--- src/rtl/tds_pkg.sv ---
// ----------------------------------------------------------------------------
// tds_pkg
// Shared types and constants for the step-timer divider search block.
// ----------------------------------------------------------------------------
package tds_pkg;

    localparam int FREQ_W  = 26;
    localparam int CLK_W   = 27;
    localparam int THR_W   = 16;
    localparam int CNT_W   = 16;
    localparam int PAIR_W  = 16;
    localparam int CS_W    = CLK_W + 1;
    localparam int ROOT_W  = 14;
    localparam int STEP_W  = $clog2(CLK_W);

    localparam int PERIOD_LIMIT = 65536;

    localparam logic [CLK_W-1:0]  CLOCK_HZ_RESET   = CLK_W'(84000000);
    localparam logic [THR_W-1:0]  THRESHOLD_RESET  = THR_W'(1000);
    localparam logic [PAIR_W-1:0] PERIOD_RESET     = PAIR_W'(65535);
    localparam logic [PAIR_W-1:0] PRESCALE_RESET   = PAIR_W'(0);

    typedef enum logic [0:0] {
        CFG_CLOCK_HZ  = 1'b0,
        CFG_THRESHOLD = 1'b1
    } cfg_index_t;

    typedef struct packed {
        logic signed [FREQ_W-1:0] freq;
        logic                     sine_mode;
        logic [CNT_W-1:0]         counter_now;
        logic [CNT_W-1:0]         compare_three;
    } cmd_t;

    typedef struct packed {
        logic [PAIR_W-1:0] period;
        logic [PAIR_W-1:0] prescale;
        logic              direction;
        logic              reload;
        logic              running;
        logic              no_divider;
    } res_t;

    typedef struct packed {
        logic              found;
        logic [PAIR_W-1:0] period;
        logic [PAIR_W-1:0] prescale;
    } search_res_t;

    typedef enum logic [2:0] {
        ST_IDLE,
        ST_DIV_A,
        ST_SQRT,
        ST_TRIAL,
        ST_DIV_T,
        ST_EVAL,
        ST_DONE
    } search_state_t;

endpackage

--- src/rtl/tds_cmpsub.sv ---
// ----------------------------------------------------------------------------
// tds_cmpsub
// Shared compare and subtract unit used by the division and root steps.
// ----------------------------------------------------------------------------
module tds_cmpsub
    import tds_pkg::*;
(
    input  logic [CS_W-1:0] x,
    input  logic [CS_W-1:0] y,
    output logic            ge,
    output logic [CS_W-1:0] diff
);

    logic [CS_W:0] wide_diff;

    assign wide_diff = {1'b0, x} - {1'b0, y};
    assign ge        = ~wide_diff[CS_W];
    assign diff      = wide_diff[CS_W-1:0];

endmodule

--- src/rtl/tds_search.sv ---
// ----------------------------------------------------------------------------
// tds_search
// Sequencer that forms clock / |f|, its integer square root and then scans
// the divisors one restoring division at a time on the shared unit.
// ----------------------------------------------------------------------------
module tds_search
    import tds_pkg::*;
(
    input  logic              clk,
    input  logic              rst_n,
    input  logic              start,
    input  logic [FREQ_W-1:0] mag,
    input  logic [CLK_W-1:0]  clock_hz,
    output logic              idle,
    output logic              done,
    input  logic              take,
    output search_res_t       result
);

    search_state_t      state_reg, state_next;
    logic [CLK_W-1:0]   a_reg, a_next;
    logic [CS_W-1:0]    x_reg, x_next;
    logic [CLK_W-1:0]   q_reg, q_next;
    logic [FREQ_W-1:0]  d_reg, d_next;
    logic [CS_W-1:0]    root_reg, root_next;
    logic [CS_W-1:0]    bit_reg, bit_next;
    logic [ROOT_W-1:0]  lim_reg, lim_next;
    logic [ROOT_W-1:0]  i_reg, i_next;
    logic [STEP_W-1:0]  step_reg, step_next;
    logic               found_reg, found_next;
    logic [ROOT_W-1:0]  best_rem_reg, best_rem_next;
    logic [ROOT_W-1:0]  best_r_reg, best_r_next;
    logic [PAIR_W-1:0]  best_q_reg, best_q_next;

    logic [CS_W-1:0]    cs_x;
    logic [CS_W-1:0]    cs_y;
    logic               cs_ge;
    logic [CS_W-1:0]    cs_diff;
    logic [CS_W-1:0]    x_sh;
    logic [CLK_W-1:0]   q_sh;
    logic [CS_W-1:0]    root_new;
    logic               pick;

    tds_cmpsub u_cmpsub (
        .x    (cs_x),
        .y    (cs_y),
        .ge   (cs_ge),
        .diff (cs_diff)
    );

    always_ff @(posedge clk or negedge rst_n)
    begin
        if (!rst_n)
        begin
            state_reg <= ST_IDLE;
            found_reg <= 1'b0;
        end
        else
        begin
            state_reg <= state_next;
            found_reg <= found_next;
        end
    end

    always_ff @(posedge clk)
    begin
        a_reg        <= a_next;
        x_reg        <= x_next;
        q_reg        <= q_next;
        d_reg        <= d_next;
        root_reg     <= root_next;
        bit_reg      <= bit_next;
        lim_reg      <= lim_next;
        i_reg        <= i_next;
        step_reg     <= step_next;
        best_rem_reg <= best_rem_next;
        best_r_reg   <= best_r_next;
        best_q_reg   <= best_q_next;
    end

    assign x_sh = {x_reg[CS_W-2:0], q_reg[CLK_W-1]};
    assign q_sh = {q_reg[CLK_W-2:0], cs_ge};
    assign root_new = cs_ge ? ((root_reg >> 1) + bit_reg) : (root_reg >> 1);
    assign pick = (!found_reg || (x_reg[ROOT_W-1:0] < best_rem_reg))
                  && (q_reg < CLK_W'(PERIOD_LIMIT));

    always_comb
    begin
        state_next    = state_reg;
        a_next        = a_reg;
        x_next        = x_reg;
        q_next        = q_reg;
        d_next        = d_reg;
        root_next     = root_reg;
        bit_next      = bit_reg;
        lim_next      = lim_reg;
        i_next        = i_reg;
        step_next     = step_reg;
        found_next    = found_reg;
        best_rem_next = best_rem_reg;
        best_r_next   = best_r_reg;
        best_q_next   = best_q_reg;
        cs_x          = x_reg;
        cs_y          = {{(CS_W-FREQ_W){1'b0}}, d_reg};

        unique case (state_reg)
            ST_IDLE:
            begin
                if (start)
                begin
                    q_next     = clock_hz;
                    x_next     = '0;
                    d_next     = mag;
                    step_next  = '0;
                    found_next = 1'b0;
                    state_next = (mag == '0) ? ST_DONE : ST_DIV_A;
                end
            end
            ST_DIV_A, ST_DIV_T:
            begin
                cs_x      = x_sh;
                x_next    = cs_ge ? cs_diff : x_sh;
                q_next    = q_sh;
                step_next = step_reg + 1'b1;
                if (step_reg == STEP_W'(CLK_W - 1))
                begin
                    if (state_reg == ST_DIV_A)
                    begin
                        a_next     = q_sh;
                        x_next     = {1'b0, q_sh};
                        root_next  = '0;
                        bit_next   = CS_W'(1) << (2 * ((CLK_W - 1) / 2));
                        state_next = ST_SQRT;
                    end
                    else
                    begin
                        state_next = ST_EVAL;
                    end
                end
            end
            ST_SQRT:
            begin
                cs_y      = root_reg + bit_reg;
                x_next    = cs_ge ? cs_diff : x_reg;
                root_next = root_new;
                bit_next  = bit_reg >> 2;
                if (bit_reg[0])
                begin
                    lim_next   = root_new[ROOT_W-1:0];
                    i_next     = ROOT_W'(2);
                    state_next = ST_TRIAL;
                end
            end
            ST_TRIAL:
            begin
                if (i_reg > lim_reg)
                begin
                    state_next = ST_DONE;
                end
                else
                begin
                    q_next     = a_reg;
                    x_next     = '0;
                    d_next     = FREQ_W'(i_reg);
                    step_next  = '0;
                    state_next = ST_DIV_T;
                end
            end
            ST_EVAL:
            begin
                i_next     = i_reg + 1'b1;
                state_next = ST_TRIAL;
                if (pick)
                begin
                    found_next    = 1'b1;
                    best_rem_next = x_reg[ROOT_W-1:0];
                    best_r_next   = i_reg;
                    best_q_next   = q_reg[PAIR_W-1:0];
                    if (x_reg[ROOT_W-1:0] == '0)
                    begin
                        state_next = ST_DONE;
                    end
                end
            end
            ST_DONE:
            begin
                if (take)
                begin
                    state_next = ST_IDLE;
                end
            end
        endcase
    end

    assign idle            = (state_reg == ST_IDLE);
    assign done            = (state_reg == ST_DONE);
    assign result.found    = found_reg;
    assign result.period   = best_q_reg - 1'b1;
    assign result.prescale = PAIR_W'(best_r_reg) - 1'b1;

    // Trial divisors never fall below two.
    a_trial_divisor: assert property (@(posedge clk) disable iff (!rst_n)
        (state_reg == ST_DIV_T) |-> (d_reg >= FREQ_W'(2)))
        else $error("trial divisor below two");

    // A finished division leaves a remainder below its divisor.
    a_remainder: assert property (@(posedge clk) disable iff (!rst_n)
        (state_reg == ST_EVAL) |-> (x_reg < {{(CS_W-FREQ_W){1'b0}}, d_reg}))
        else $error("remainder not below divisor");

    // A kept divisor lies within the scanned range.
    a_best_range: assert property (@(posedge clk) disable iff (!rst_n)
        (state_reg == ST_DONE && found_reg)
        |-> (best_r_reg >= ROOT_W'(2) && best_r_reg <= lim_reg))
        else $error("kept divisor outside scan range");

    // A search only leaves the done state when the result is taken.
    a_done_hold: assert property (@(posedge clk) disable iff (!rst_n)
        (state_reg == ST_DONE && !take) |=> (state_reg == ST_DONE))
        else $error("result dropped before it was taken");

endmodule

--- src/rtl/timer_divider_search.sv ---
// ----------------------------------------------------------------------------
// timer_divider_search
// Turns a signed step frequency command into a period and prescaler pair,
// with direction, run and reload flags, for a 16-bit step timer.
//
//   Channel   Handshake              Payload
//   cmd       cmd_valid/cmd_ready    cmd_data (cmd_t)
//   res       res_valid/res_ready    res_data (res_t)
//   cfg       cfg_valid/cfg_ready    cfg_index, cfg_data
//
// A zero command goes straight to the done state. Otherwise one restoring
// division of 27 steps forms clock / |f|, 14 root steps follow, and each
// divisor trial runs a further restoring division on the shared compare
// and subtract unit.
// The command side is not ready while a search runs. A finished result
// waits in the search unit while the output register is still full.
// Reset restores the register defaults and the held timer state.
// ----------------------------------------------------------------------------
module timer_divider_search
    import tds_pkg::*;
(
    input  logic              clk,
    input  logic              rst_n,
    input  logic              cmd_valid,
    output logic              cmd_ready,
    input  cmd_t              cmd_data,
    output logic              res_valid,
    input  logic              res_ready,
    output res_t              res_data,
    input  logic              cfg_valid,
    output logic              cfg_ready,
    input  cfg_index_t        cfg_index,
    input  logic [CLK_W-1:0]  cfg_data
);

    logic [CLK_W-1:0]   clock_hz_reg;
    logic [THR_W-1:0]   threshold_reg;
    logic [PAIR_W-1:0]  held_period_reg;
    logic [PAIR_W-1:0]  held_prescale_reg;
    logic               held_direction_reg;
    logic               run_flag_reg;
    logic               res_valid_reg;
    res_t               res_data_reg;
    res_t               res_data_next;

    logic [FREQ_W-1:0]  mag_reg;
    logic               neg_reg;
    logic               sine_reg;
    logic [CNT_W-1:0]   counter_reg;
    logic [CNT_W-1:0]   compare_reg;

    logic [FREQ_W-1:0]  cmd_mag;
    logic               cmd_fire;
    logic               srch_idle;
    logic               srch_done;
    logic               srch_take;
    search_res_t        srch_res;
    logic               apply;
    logic               differ;

    assign cmd_mag   = cmd_data.freq[FREQ_W-1] ? (FREQ_W'(0) - cmd_data.freq)
                                               : cmd_data.freq;
    assign cmd_ready = srch_idle;
    assign cmd_fire  = cmd_valid && cmd_ready;
    assign cfg_ready = 1'b1;
    assign srch_take = srch_done && (!res_valid_reg || res_ready);

    tds_search u_search (
        .clk      (clk),
        .rst_n    (rst_n),
        .start    (cmd_fire),
        .mag      (cmd_mag),
        .clock_hz (clock_hz_reg),
        .idle     (srch_idle),
        .done     (srch_done),
        .take     (srch_take),
        .result   (srch_res)
    );

    always_ff @(posedge clk)
    begin
        if (cmd_fire)
        begin
            mag_reg     <= cmd_mag;
            neg_reg     <= cmd_data.freq[FREQ_W-1];
            sine_reg    <= cmd_data.sine_mode;
            counter_reg <= cmd_data.counter_now;
            compare_reg <= cmd_data.compare_three;
        end
    end

    assign apply  = (mag_reg > FREQ_W'(threshold_reg))
                    || (sine_reg && (counter_reg > compare_reg));
    assign differ = (srch_res.period != held_period_reg)
                    || (srch_res.prescale != held_prescale_reg);

    always_comb
    begin
        res_data_next.period     = held_period_reg;
        res_data_next.prescale   = held_prescale_reg;
        res_data_next.direction  = held_direction_reg;
        res_data_next.reload     = 1'b0;
        res_data_next.running    = run_flag_reg;
        res_data_next.no_divider = 1'b0;
        if (mag_reg == '0)
        begin
            res_data_next.running = 1'b0;
        end
        else if (!srch_res.found)
        begin
            res_data_next.no_divider = 1'b1;
        end
        else
        begin
            res_data_next.running = 1'b1;
            if (apply)
            begin
                res_data_next.direction = ~neg_reg;
                if (differ)
                begin
                    res_data_next.period   = srch_res.period;
                    res_data_next.prescale = srch_res.prescale;
                    res_data_next.reload   = 1'b1;
                end
            end
        end
    end

    always_ff @(posedge clk or negedge rst_n)
    begin
        if (!rst_n)
        begin
            clock_hz_reg       <= CLOCK_HZ_RESET;
            threshold_reg      <= THRESHOLD_RESET;
            held_period_reg    <= PERIOD_RESET;
            held_prescale_reg  <= PRESCALE_RESET;
            held_direction_reg <= 1'b0;
            run_flag_reg       <= 1'b0;
            res_valid_reg      <= 1'b0;
        end
        else
        begin
            if (cfg_valid && cfg_ready)
            begin
                unique case (cfg_index)
                    CFG_CLOCK_HZ:  clock_hz_reg  <= cfg_data;
                    CFG_THRESHOLD: threshold_reg <= cfg_data[THR_W-1:0];
                endcase
            end
            if (srch_take)
            begin
                held_period_reg    <= res_data_next.period;
                held_prescale_reg  <= res_data_next.prescale;
                held_direction_reg <= res_data_next.direction;
                run_flag_reg       <= res_data_next.running;
                res_valid_reg      <= 1'b1;
            end
            else if (res_ready)
            begin
                res_valid_reg <= 1'b0;
            end
        end
    end

    always_ff @(posedge clk)
    begin
        if (srch_take)
        begin
            res_data_reg <= res_data_next;
        end
    end

    assign res_valid = res_valid_reg;
    assign res_data  = res_data_reg;

endmodule

--- config.mk ---
export PLATFORM = sky130hd
export DESIGN_NAME = timer_divider_search
export DESIGN_NICKNAME = d
export VERILOG_FILES = /design/src/rtl/tds_pkg.sv /design/src/rtl/tds_cmpsub.sv /design/src/rtl/tds_search.sv /design/src/rtl/timer_divider_search.sv
export SDC_FILE = /design/constraint.sdc
export NUM_CORES = 1
export LEC_CHECK = 0
export BUFFER_PORTS_ARGS = -buffer_cell sky130_fd_sc_hd__buf_2
export CELL_PAD_IN_SITES_DETAIL_PLACEMENT = 0
export CELL_PAD_IN_SITES_GLOBAL_PLACEMENT = 2
export CORE_ASPECT_RATIO = 1.25
export CORE_MARGIN = 5
export CORE_UTILIZATION = 28
export DETAILED_ROUTE_END_ITERATION = 12
export PLACE_DENSITY = 0.6
export REMOVE_ABC_BUFFERS = 1
export SYNTH_ARGS = -nofsm -noshare
export SYNTH_HDL_FRONTEND = slang
export SYNTH_SLANG_ARGS = --single-unit
--- constraint.sdc ---
create_clock -name clk -period 12.3 [get_ports clk]
set_clock_uncertainty 0.2 [all_clocks]
set_input_delay 1.23 -clock clk [delete_from_list [all_inputs] [get_ports clk]]
set_output_delay 1.23 -clock clk [all_outputs]
set_load 0.02 [all_outputs]
==> results of run 1 <==
==> synth_stat cells, drive strengths merged (8+ instances only) <==
master   number  area share
o2111ai      11      0.0041
inv          99       0.016
a2111oi       8      0.0035
xor2         68       0.026
or2           9      0.0025
a221oi       26      0.0098
mux2i        30       0.013
nand3b        8      0.0026
nand4        25      0.0067
a211oi       24      0.0077
or4          11      0.0038
o21ai       101       0.022
nand2       193       0.031
and3         16      0.0043
clkbuf       67       0.011
a31oi        25      0.0067
nor4         25      0.0072
dfstp        31       0.035
buf          22      0.0062
a31o          9      0.0034
a221o        11      0.0047
a21oi        72       0.015
nand2b       17      0.0046
nor3         38      0.0082
a21o         33       0.011
and2         37      0.0099
nand3        31      0.0069
ha          123       0.066
nor2        233       0.038
nor3b         8      0.0026
or3          15      0.0042
o31ai        13      0.0042
mux2        105       0.055
dfrtp        51       0.055
xnor2        79       0.030
nor2b        20      0.0054
edfxtp      323        0.42
a22oi        17      0.0055
==> cell usage in the layout (no fill, tap or decap), types with 14 or more instances in the layout <==
cell type / count
nor4_1: 23
mux2_4: 26
xor2_1: 67
nand4_1: 25
clkbuf_1: 14
nand3_1: 30
nand2b_1: 17
and2_1: 36
clkbuf_16: 48
nand2_1: 192
a211oi_1: 22
a21o_1: 33
nor2_1: 232
a22oi_1: 17
nor2b_1: 18
and3_1: 15
xnor2_1: 79
dfstp_2: 31
a31oi_1: 25
mux2i_1: 30
a21oi_1: 72
mux2_2: 68
o21ai_0: 101
dfrtp_1: 48
buf_2: 128
buf_4: 28
inv_1: 98
nor3_1: 36
a221oi_1: 25
edfxtp_1: 323
ha_1: 123
==> power groups by stage <==
stage               clock network [W]  logic [W]  registers [W]
floorplan                           0    0.00267        0.00240
global placement                    0    0.00393        0.00256
detailed placement                  0    0.00397        0.00256
CTS                           0.00143    0.00398        0.00254
global route                  0.00148    0.00438        0.00257
finish                        0.00138    0.00393        0.00253
==> per-layer routing <==
layer  vias to the layer above  track usage
li1                       8057            -
met3                        98       0.0211
met2                       336        0.278
met5                         -            0
met1                      8366        0.205
met4                         0       0.0488
==> final timing paths <==
check / startpoint / end / slack, ns / depth (start not counted)
worst max register to register: u_search.root_reg[2]$_SDFFCE_PN0P_ / u_search.root_reg[1]$_SDFFCE_PN0P_ / 4.97 / 19
worst min register to register: neg_reg$_DFFE_PP_ / held_direction_reg$_DFFE_PN0P_ / 0.25 / 1
worst min-delay path: neg_reg$_DFFE_PP_ / held_direction_reg$_DFFE_PN0P_ / 0.25 / 1
max in group asynchronous: rst_n / held_prescale_reg[6]$_DFFE_PN0P_ / 10.38 / 2
worst max-delay path: u_search.root_reg[2]$_SDFFCE_PN0P_ / u_search.root_reg[1]$_SDFFCE_PN0P_ / 4.97 / 19
min in group asynchronous: rst_n / threshold_reg[11]$_DFFE_PN0P_ / 0.41 / 1
==> metrics by stage <==
step	setup WS [ns]	cell area, sq um	std cells	hold WS, ns	total power [W]
2_1_floorplan	1.66	22900	2033	0.225	0.00507
3_3_place_gp	5.09	25200	3269	0.236	0.00649
3_5_place_dp	4.98	25200	3269	0.247	0.00652
4_1_cts	4.95	26700	3356	0.252	0.00795
5_1_grt	4.47	26700	3356	0.285	0.00843
6_report	4.97	26700	3357	0.251	0.00784
==> cell type report <==
| class | instances | area share |
|---|---|---|
| diodes | 1 | 0.0000937 |
| clock buffers | 66 | 0.0490 |
| clock inverters | 21 | 0.00661 |
| inverters | 99 | 0.0139 |
| multi-input cells | 1529 | 0.406 |
| flip-flops and latches | 405 | 0.442 |
| well taps | 1080 | 0.0506 |
| repair buffers | 156 | 0.0319 |
==> cell families after synthesis <==
| group | after synthesis |
|---|---|
| mux | 135 |
| compound gates | 410 |
| flops | 405 |
| other cells | 1 |
| simple gates | 705 |
| fa+ha+maj | 124 |
| xor+xnor | 154 |
| buf+inv | 188 |
==> critical path, stage by stage (launching register included) <==
cell	delay [ns]
edfxtp_1	0.46
ha_1	0.36
a31oi_1	0.27
o21bai_1	0.15
a31o_2	0.31
a21boi_0	0.63
o21ai_0	0.25
a21boi_0	0.25
o21ai_0	0.10
a31o_2	0.26
ha_1	0.35
a21oi_1	0.27
nand2_1	0.10
a211oi_1	0.24
o2111ai_1	0.28
a2111oi_4	1.13
or2_2	0.49
inv_2	0.40
mux2_2	0.41
and2_1	0.15
==> run_results.csv, run 1 <==
group,metric,value,unit
sta,tightest_slew,1.26,ns
power,combPwrFrac,0.502,
clocking,post-cts-setup-buffers,0,
route,drc,0,
finish,regArea,0.0118,sq mm
worst_hold_path,min-delay-path-class,"flip-flop to flip-flop",
global_route,grt_util_all_layers,0.159,
synthesis,synthSimpleGateAreaFrac,0.145,
route,top_layer,"met4",
route,drt-met1-wl,31.9,mm
synthesis,synthArstFlopShare,0.202,
clocking,cts.sink_count,405,
synthesis,ys_types,85,
global_route,grt_remaining_overflow,0,
clocking,clock_latency,0.60,ns
sta,final.setup.tns,0,ns
setup_path,endpoint_kind,"flip-flop",
route,dr_total_vias,16857,
setup_path,path_class,"flip-flop to flip-flop",
setup_path,cp.arrival,7.46,ns
route,wl_per_cell,21.7,microns
global_route,grt_max_degree,64,
placed_design,gp_congestion,0.820,
finish,area_growth,14.6,%
route,drt-total-wl,72.9,mm
route,drtAntennaViolNets,0,
route,wl_met3,2.65,mm
power,power.internal,0.00430,W
clocking,cts_buffer_depth,3,
clocking,cts_resized,0,
clocking,ctsHoldBuffers,0,
route,drt_iter0_markers,876,
sta,fmax,136,MHz
setup_path,crit_required,12.43,ns
sta,fin_crit_sh,0.596,
sta,finalSetupViolCount,0,
clocking,htreeDepth,2,
sta,grt_setup_unrepaired,"false",
synthesis,synth_xor_area_frac,0.0621,
placed_design,io_buffers,129,
power,pwr-share-seq,0.322,
global_route,grt_pass1_wl,109,mm
power,swShare,0.452,
synthesis,synth_edf_count,323,
power,power.density,294,mW/mm^2
synthesis,netlist_instances,2122,
synthesis,synth_area,0.0233,sq mm
setup_path,worstPathMaxFanout,37,
sta,maxSlewViolCount,0,
synthesis,ys_warn_count,0,
power,clockPowerShare,0.176,
finish,multi_input_area,0.0108,sq mm
floorplan,dieHeight,333,microns
synthesis,synth_mux_area_frac,0.0678,
global_route,antenna_found_initial,0,
synthesis,ys.flop_type,"edfxtp_1",
global_route,grt_pass1_vias,16987,
sta,hold_viol,0,
route,first_pass_iters,5,
synthesis,synth_top_family_by_area,"simple AND/OR/NAND/NOR gates",
power,power_leakage,10.4,nW
floorplan,dieWidth,268,microns
synthesis,ys_seq_area_frac,0.506,
run,cap_viol_max_count,0,
synthesis,synthAdderAreaFrac,0.0669,
clocking,cts_tree,"yes",
floorplan,fp-row-count,118,
power,irDropWorstVdd,174,uV
synthesis,synth_seq_cells,405,
synthesis,syn_avg_cell_area,11.0,sq um
floorplan,pin_count,131,
clocking,clk_pin_slew,0.06,ns
power,p_sw,0.00354,W
sta,relSlewSlack,0.163,
clocking,cts_inserted_buffers,47,
floorplan,core,0.0827,sq mm
synthesis,synth-compound-area-share,0.119,
finish,drive_gt1_frac,0.175,
route,wl_met2,36.2,mm
route,viasPerCell,5.02,
setup_path,cp-start-kind,"flip-flop",
finish,fin_nets,2454,
clocking,cts_root_buffer,"clkbuf_16",
finish,largest_reg_flops,36,
floorplan,die_area,0.0891,sq mm
floorplan,initial_core_util,0.282,
finish,fill_cells,8437,
finish,fin_util,0.323,
sta,period_needed,7.33,ns
outcome,status,"finished clean",
placed_design,dpl.hpwl,54.0,mm
Note: power is estimated with default switching activity, not from simulation.
==> run 2: changes to the inputs <==
- clock period: 12.3 -> 6.9 ns (I/O delays scaled with it)
==> run 2 against run 1 <==
  * Core utilization increased by 0.071 points
  * Via count about the same
  * Worst hold slack got worse by 0.19 ns
  * First-iteration DRC count increased by 19%
  * Sequential share of layout area decreased by 0.097 points
  * Clock power increased by 80%
  * Global-route usage increased by 0.14 points
  * Non-clock buffer count increased by 7
  * Combinational power increased by 85%
  * Largest power group unchanged
  * Highest routed layer unchanged
==> run_results.csv, run 2 (synthesis results as in run 1) <==
group,metric,value,unit
outcome,status,"finished clean",
setup_path,path_class,"flip-flop to flip-flop",
clocking,cts_buffer_depth,3,
finish,largest_reg_flops,36,
clocking,cts_tree,"yes",
setup_path,r2r_start,"u_search.bit_reg[0]$_SDFFCE_PN0P_",
placed_design,dpl.hpwl,54.2,mm
route,wl_met3,2.69,mm
setup_path,r2r_end,"u_search.root_reg[10]$_SDFFCE_PN0P_",
clocking,htreeDepth,2,
run,cap_viol_max_count,0,
clocking,cts.sink_count,405,
global_route,grt_remaining_overflow,0,
global_route,antenna_found_initial,5,
setup_path,cp_cell_sequence,"ha_1 > ha_1 > a21oi_1 > o21bai_1 > a31oi_1 > o41ai_1 > buf_4 > nor2b_1 > o311ai_0 > xnor2_1 > mux2i_1 > ha_1 > nand4_1 > nor2_1 > inv_1 > o2111ai_1 > a2111oi_4 > or2_2 > inv_2 > mux2_2 > and2_1",
route,top_layer,"met4",
global_route,grt_pass1_wl,109,mm
sta,hold_viol,0,
route,dr_total_vias,16865,
sta,period_needed,6.10,ns
finish,mostFrequentLayoutCells,"323 x edfxtp_1, 232 x nor2_1, 192 x nand2_1, 128 x buf_2, 123 x ha_1",
clocking,cts_inserted_buffers,48,
route,wl_met2,36.9,mm
clocking,clock_latency,0.61,ns
power,combPwrFrac,0.511,
clocking,clk_pin_slew,0.06,ns
placed_design,gp_congestion,0.820,
setup_path,cp-start-kind,"flip-flop",
setup_path,worstSetupStartpoint,"u_search.bit_reg[0]$_SDFFCE_PN0P_",
power,power_leakage,10.4,nW
route,wl_per_cell,21.8,microns
setup_path,cpMostUsedCell,"ha_1",
setup_path,crit_required,7.03,ns
floorplan,dieHeight,333,microns
worst_hold_path,worstHoldStart,"cmd_data[28]",
finish,area_growth,14.8,%
sta,grt_setup_unrepaired,"false",
setup_path,max_stage_delay,0.51,ns
setup_path,cp_num_buf_inv,3,
power,power.total,0.0142,W
global_route,grt_pass1_vias,17114,
placed_design,place_area,0.0253,sq mm
finish,fin_util,0.324,
setup_path,reg2reg_slack,0.80,ns
finish,fin_nets,2462,
floorplan,die_area,0.0891,sq mm
floorplan,initial_core_util,0.282,
route,viasPerCell,5.01,
setup_path,worstPathMaxFanout,26,
power,irDropWorstVdd,371,uV
setup_path,crit_cells,21,
placed_design,io_buffers,129,
power,power.internal,0.00775,W
global_route,grt_util_all_layers,0.161,
floorplan,fp-row-count,118,
sta,maxSlewViolCount,0,
finish,stdcell_area,0.0268,sq mm
sta,finalSetupViolCount,0,
route,drt_iter0_markers,1040,
route,drt-met1-wl,31.2,mm
power,swShare,0.456,
setup_path,critPathSlowestCell,"inv_2",
power,pwr-share-seq,0.315,
floorplan,core,0.0827,sq mm
clocking,cts_root_buffer,"clkbuf_16",
route,first_pass_iters,5,
route,drt-total-wl,73.4,mm
setup_path,cp.arrival,6.23,ns
sta,hold_ws,0.0604,ns
sta,relSlewSlack,0.218,
setup_path,worst_path_dominant_cell_family,"compound AO/OA/AOI/OAI gates",
power,clockPowerShare,0.174,
floorplan,pin_count,131,
setup_path,endpoint_kind,"flip-flop",
route,drc,0,
sta,fmax,164,MHz
finish,mostFrequentLayoutCell,"edfxtp_1",
setup_path,cp-endpoint,"u_search.root_reg[10]$_SDFFCE_PN0P_",
sta,tightest_slew,1.16,ns
floorplan,dieWidth,268,microns
power,p_sw,0.00649,W
finish,drive_gt1_frac,0.173,
clocking,post-cts-setup-buffers,0,
route,drtAntennaViolNets,0,
setup_path,rr_worst_depth,21,
power,power.density,532,mW/mm^2
worst_hold_path,min-delay-path-class,"primary input to flip-flop",
global_route,grt_max_degree,62,
clocking,cts_resized,0,
sta,fin_crit_sh,0.883,
clocking,ctsHoldBuffers,1,
-- run 2: changes by cell type in the layout (fill, tap and decap cells not counted), sizes merged --
| cell | previous run | this run |
|---|---|---|
| clkinv | 14 | 26 |
| clkbuf | 66 | 55 |
| buf | 156 | 162 |
| bufinv | 2 | 4 |
| clkinvlp | 3 | 1 |
| dlygate4sd3 | 0 | 1 |
| inv | 101 | 100 |
-- run 2: worst min path at each step --
stage / end / cells past startpoint
after floorplan: clock_hz_reg[0]$_DFFE_PN0P_ / 0
after global placement: held_direction_reg$_DFFE_PN0P_ / 1
after detailed placement: held_direction_reg$_DFFE_PN0P_ / 1
after CTS: compare_reg[5]$_DFFE_PP_ / 1
after global routing: counter_reg[4]$_DFFE_PP_ / 1
final: counter_reg[12]$_DFFE_PP_ / 1
-- run 2: per-stage QoR --
stage	setup slack (ns)	std cells	TNS, ns
after CTS	0.780	3363	0
final	0.805	3364	0
after detailed placement	0.814	3275	0
after global routing	0.343	3363	0
after floorplan	-3.74	2033	-282.00
after global placement	0.902	3275	0
-- run 2: layout make-up --
class                   count  area [sq um]
repair buffers            163           906
well taps                1080          1350
inverters                  99           372
clock inverters            32           262
diodes                      1          2.50
flip-flops and latches    405         11800
clock buffers              55          1230
multi-input cells        1529         10800
fillers                  8447         55900
-- run 2: power by group through the flow --
stage	Combinational [W]	Clock, W	Sequential (W)
3_3_place_gp	0.00730	0	0.00453
6_report	0.00728	0.00248	0.00448
2_1_floorplan	0.00476	0	0.00428
5_1_grt	0.00805	0.00266	0.00456
3_5_place_dp	0.00736	0	0.00453
4_1_cts	0.00739	0.00257	0.00449
-- run 2: worst reg2reg max path, cell delays in order (launching register included) --
cell and delay [ns]:
edfxtp_1 0.42, ha_1 0.25, ha_1 0.22, a21oi_1 0.21, o21bai_1 0.13, a31oi_1 0.31, o41ai_1 0.11, buf_4 0.16
nor2b_1 0.15, o311ai_0 0.35, xnor2_1 0.17, mux2i_1 0.10, ha_1 0.50, nand4_1 0.16, nor2_1 0.21, inv_1 0.07
o2111ai_1 0.50, a2111oi_4 0.20, or2_2 0.34, inv_2 0.51, mux2_2 0.44, and2_1 0.15
-- run 2: per-layer routing --
metal | global-route usage | vias up
met4 | 0.0537 | 0
met1 | 0.202 | 8303
met2 | 0.284 | 352
met5 | 0 | -
met3 | 0.0221 | 134
li1 | - | 8076
==> run 3: changes to the inputs <==
- CORE_UTILIZATION: 28 -> 42
- PLACE_DENSITY: 0.6 -> 0.83
==> run 3 against run 2 <==
  * Setup slack lost 0.063 ns
  * Sequential cell count is the same
  * Die area shrank 32%
  * Largest cell class unchanged
==> run_results.csv, run 3 (synthesis results as in run 1) <==
group,metric,value,unit
outcome,status,"finished clean",
floorplan,fp-row-count,96,
setup_path,crit_required,7.02,ns
finish,drive_gt1_frac,0.179,
floorplan,dieWidth,221,microns
placed_design,io_buffers,129,
sta,tightest_slew,1.16,ns
setup_path,max_stage_delay,0.51,ns
sta,fin_crit_sh,0.893,
sta,layout_setup_ws,0.741,ns
sta,fmax,162,MHz
route,dr_total_vias,16807,
finish,fin_nets,2452,
worst_hold_path,worstHoldStart,"cmd_data[21]",
clocking,cts_resized,0,
setup_path,rr_worst_depth,22,
finish,multi_input_area,0.0108,sq mm
worst_hold_path,whs_path_depth,1,
global_route,grt_remaining_overflow,0,
clocking,htreeDepth,2,
setup_path,critPathSlowestCell,"ha_1",
power,power.total,0.0138,W
sta,grt_setup_unrepaired,"false",
setup_path,path_class,"flip-flop to flip-flop",
placed_design,place_ws,0.784,ns
power,power.density,526,mW/mm^2
setup_path,cp_cell_sequence,"ha_1 > ha_1 > a21oi_1 > o21bai_1 > a31oi_1 > o41ai_1 > buf_4 > nor2b_1 > o311ai_0 > xnor2_1 > mux2i_1 > ha_1 > nand4_1 > nor2_1 > inv_1 > o2111ai_1 > a2111oi_2 > buf_4 > or2_2 > inv_2 > mux2_2 > and2_1",
setup_path,cp.arrival,6.28,ns
clocking,cts_root_buffer,"clkbuf_16",
sta,hold_viol,0,
floorplan,dieHeight,273,microns
setup_path,cpMostUsedCell,"ha_1",
route,drc,0,
global_route,antenna_found_initial,0,
route,wl_per_cell,21.3,microns
placed_design,dp.cells,2924,
clocking,cts_inserted_buffers,44,
floorplan,pin_count,131,
route,drt_iter0_markers,1368,
setup_path,reg2reg_slack,0.74,ns
finish,fin_util,0.479,
global_route,grt_max_degree,64,
route,drtAntennaViolNets,0,
floorplan,die_area,0.0603,sq mm
clocking,cts.sink_count,405,
finish,regArea,0.0118,sq mm
sta,relSlewSlack,0.222,
route,first_pass_iters,6,
floorplan,core,0.0549,sq mm
worst_hold_path,min-delay-path-class,"primary input to flip-flop",
setup_path,r2r_end,"u_search.root_reg[10]$_SDFFCE_PN0P_",
clocking,cts_buffer_depth,3,
floorplan,initial_core_util,0.424,
finish,antenna_cells,0,
finish,fill_cells,5012,
global_route,grt_pass1_wl,98.6,mm
sta,hold_ws,0.0821,ns
finish,mostFrequentLayoutCell,"edfxtp_1",
run,cap_viol_max_count,0,
finish,fin_cells,3006,
sta,finalSetupViolCount,0,
sta,maxSlewViolCount,0,
clocking,clock_latency,0.58,ns
sta,period_needed,6.16,ns
setup_path,worstPathMaxFanout,22,
clocking,cts_tree,"yes",
setup_path,cp-start-kind,"flip-flop",
route,viasPerCell,5.59,
power,irDropWorstVdd,461,uV
global_route,grt_pass1_vias,16667,
placed_design,dpl.hpwl,47.9,mm
global_route,grt_util_all_layers,0.210,
setup_path,endpoint_kind,"flip-flop",
finish,largest_reg_flops,36,
finish,area_growth,12.9,%
placed_design,gp_congestion,0.880,
finish,mostFrequentLayoutCells,"323 x edfxtp_1, 232 x nor2_1, 192 x nand2_1, 128 x buf_2, 123 x ha_1",
setup_path,r2r_start,"u_search.bit_reg[0]$_SDFFCE_PN0P_",
worst_hold_path,min_to,"counter_reg[5]$_DFFE_PP_",
clocking,clk_pin_slew,0.06,ns
route,drt-total-wl,64.1,mm
power,power_leakage,10.4,nW
[run 3: cell count changes in the layout (fill, tap and decap cells not counted), sizes merged]
cell,delta
clkbuf,+2
inv,+2
clkinv,-15
buf,-6
diode,-1
clkinvlp,+5
[run 3: layer usage]
layer	up-vias	track usage	part of all wire
li1	8051	-	-
met1	8313	0.264	0.42
met2	342	0.368	0.50
met3	101	0.0260	0.039
met4	0	0.0847	0.044
met5	-	0	0
[run 3: through the flow]
step	TNS (ns)	cell area (sq um)
final	0	26300
after global routing	0	26300
after CTS	0	26300
after detailed placement	0	24800
after global placement	0	24800
after floorplan	-282.00	22900
[run 3: layout make-up]
class	count	area share
Tap cell	735	0.0350
Inverter	99	0.0141
Multi-Input combinational cell	1529	0.411
Clock buffer	57	0.0487
Timing Repair Buffer	157	0.0327
Sequential cell	405	0.448
Clock inverter	24	0.00975
[run 3: power by group]
group | leakage, nW | internal (W) | switching [W]
registers | 3.96 | 0.00377 | 0.000695
logic | 5.71 | 0.00251 | 0.00437
clock network | 0.749 | 0.00147 | 0.00102
total | 10.4 | 0.00775 | 0.00609
[run 3: critical path: cells and delay by family (launching register included)]
| family | cells | cell delay [ns] |
|---|---|---|
| compound gates | 7 | 1.70 |
| simple gates | 5 | 1.06 |
| fa+ha+maj | 3 | 0.97 |
| buf+inv | 4 | 0.86 |
| mux | 2 | 0.51 |
| flops | 1 | 0.44 |
| xor+xnor | 1 | 0.17 |
[run 3: worst max path at each step]
stage | start | end | cells after the start
detailed placement | u_search.bit_reg[0]$_SDFFCE_PN0P_ | u_search.root_reg[10]$_SDFFCE_PN0P_ | 22
finish | u_search.bit_reg[0]$_SDFFCE_PN0P_ | u_search.root_reg[10]$_SDFFCE_PN0P_ | 22
global placement | u_search.bit_reg[0]$_SDFFCE_PN0P_ | u_search.root_reg[4]$_SDFFCE_PN0P_ | 22
floorplan | u_search.state_reg[0]$_DFFE_PN0P_ | u_search.x_reg[0]$_DFFE_PP_ | 12
global route | u_search.bit_reg[0]$_SDFFCE_PN0P_ | u_search.root_reg[26]$_SDFFCE_PN0P_ | 23
CTS | u_search.bit_reg[0]$_SDFFCE_PN0P_ | u_search.root_reg[10]$_SDFFCE_PN0P_ | 22
[run 3: what timing repair did]
item                                    4_1_cts  5_1_grt
endpoints found under the setup margin        0        0
hold buffers                                  1        0
hold endpoints to repair                     18        0
setup buffers                                 0        0
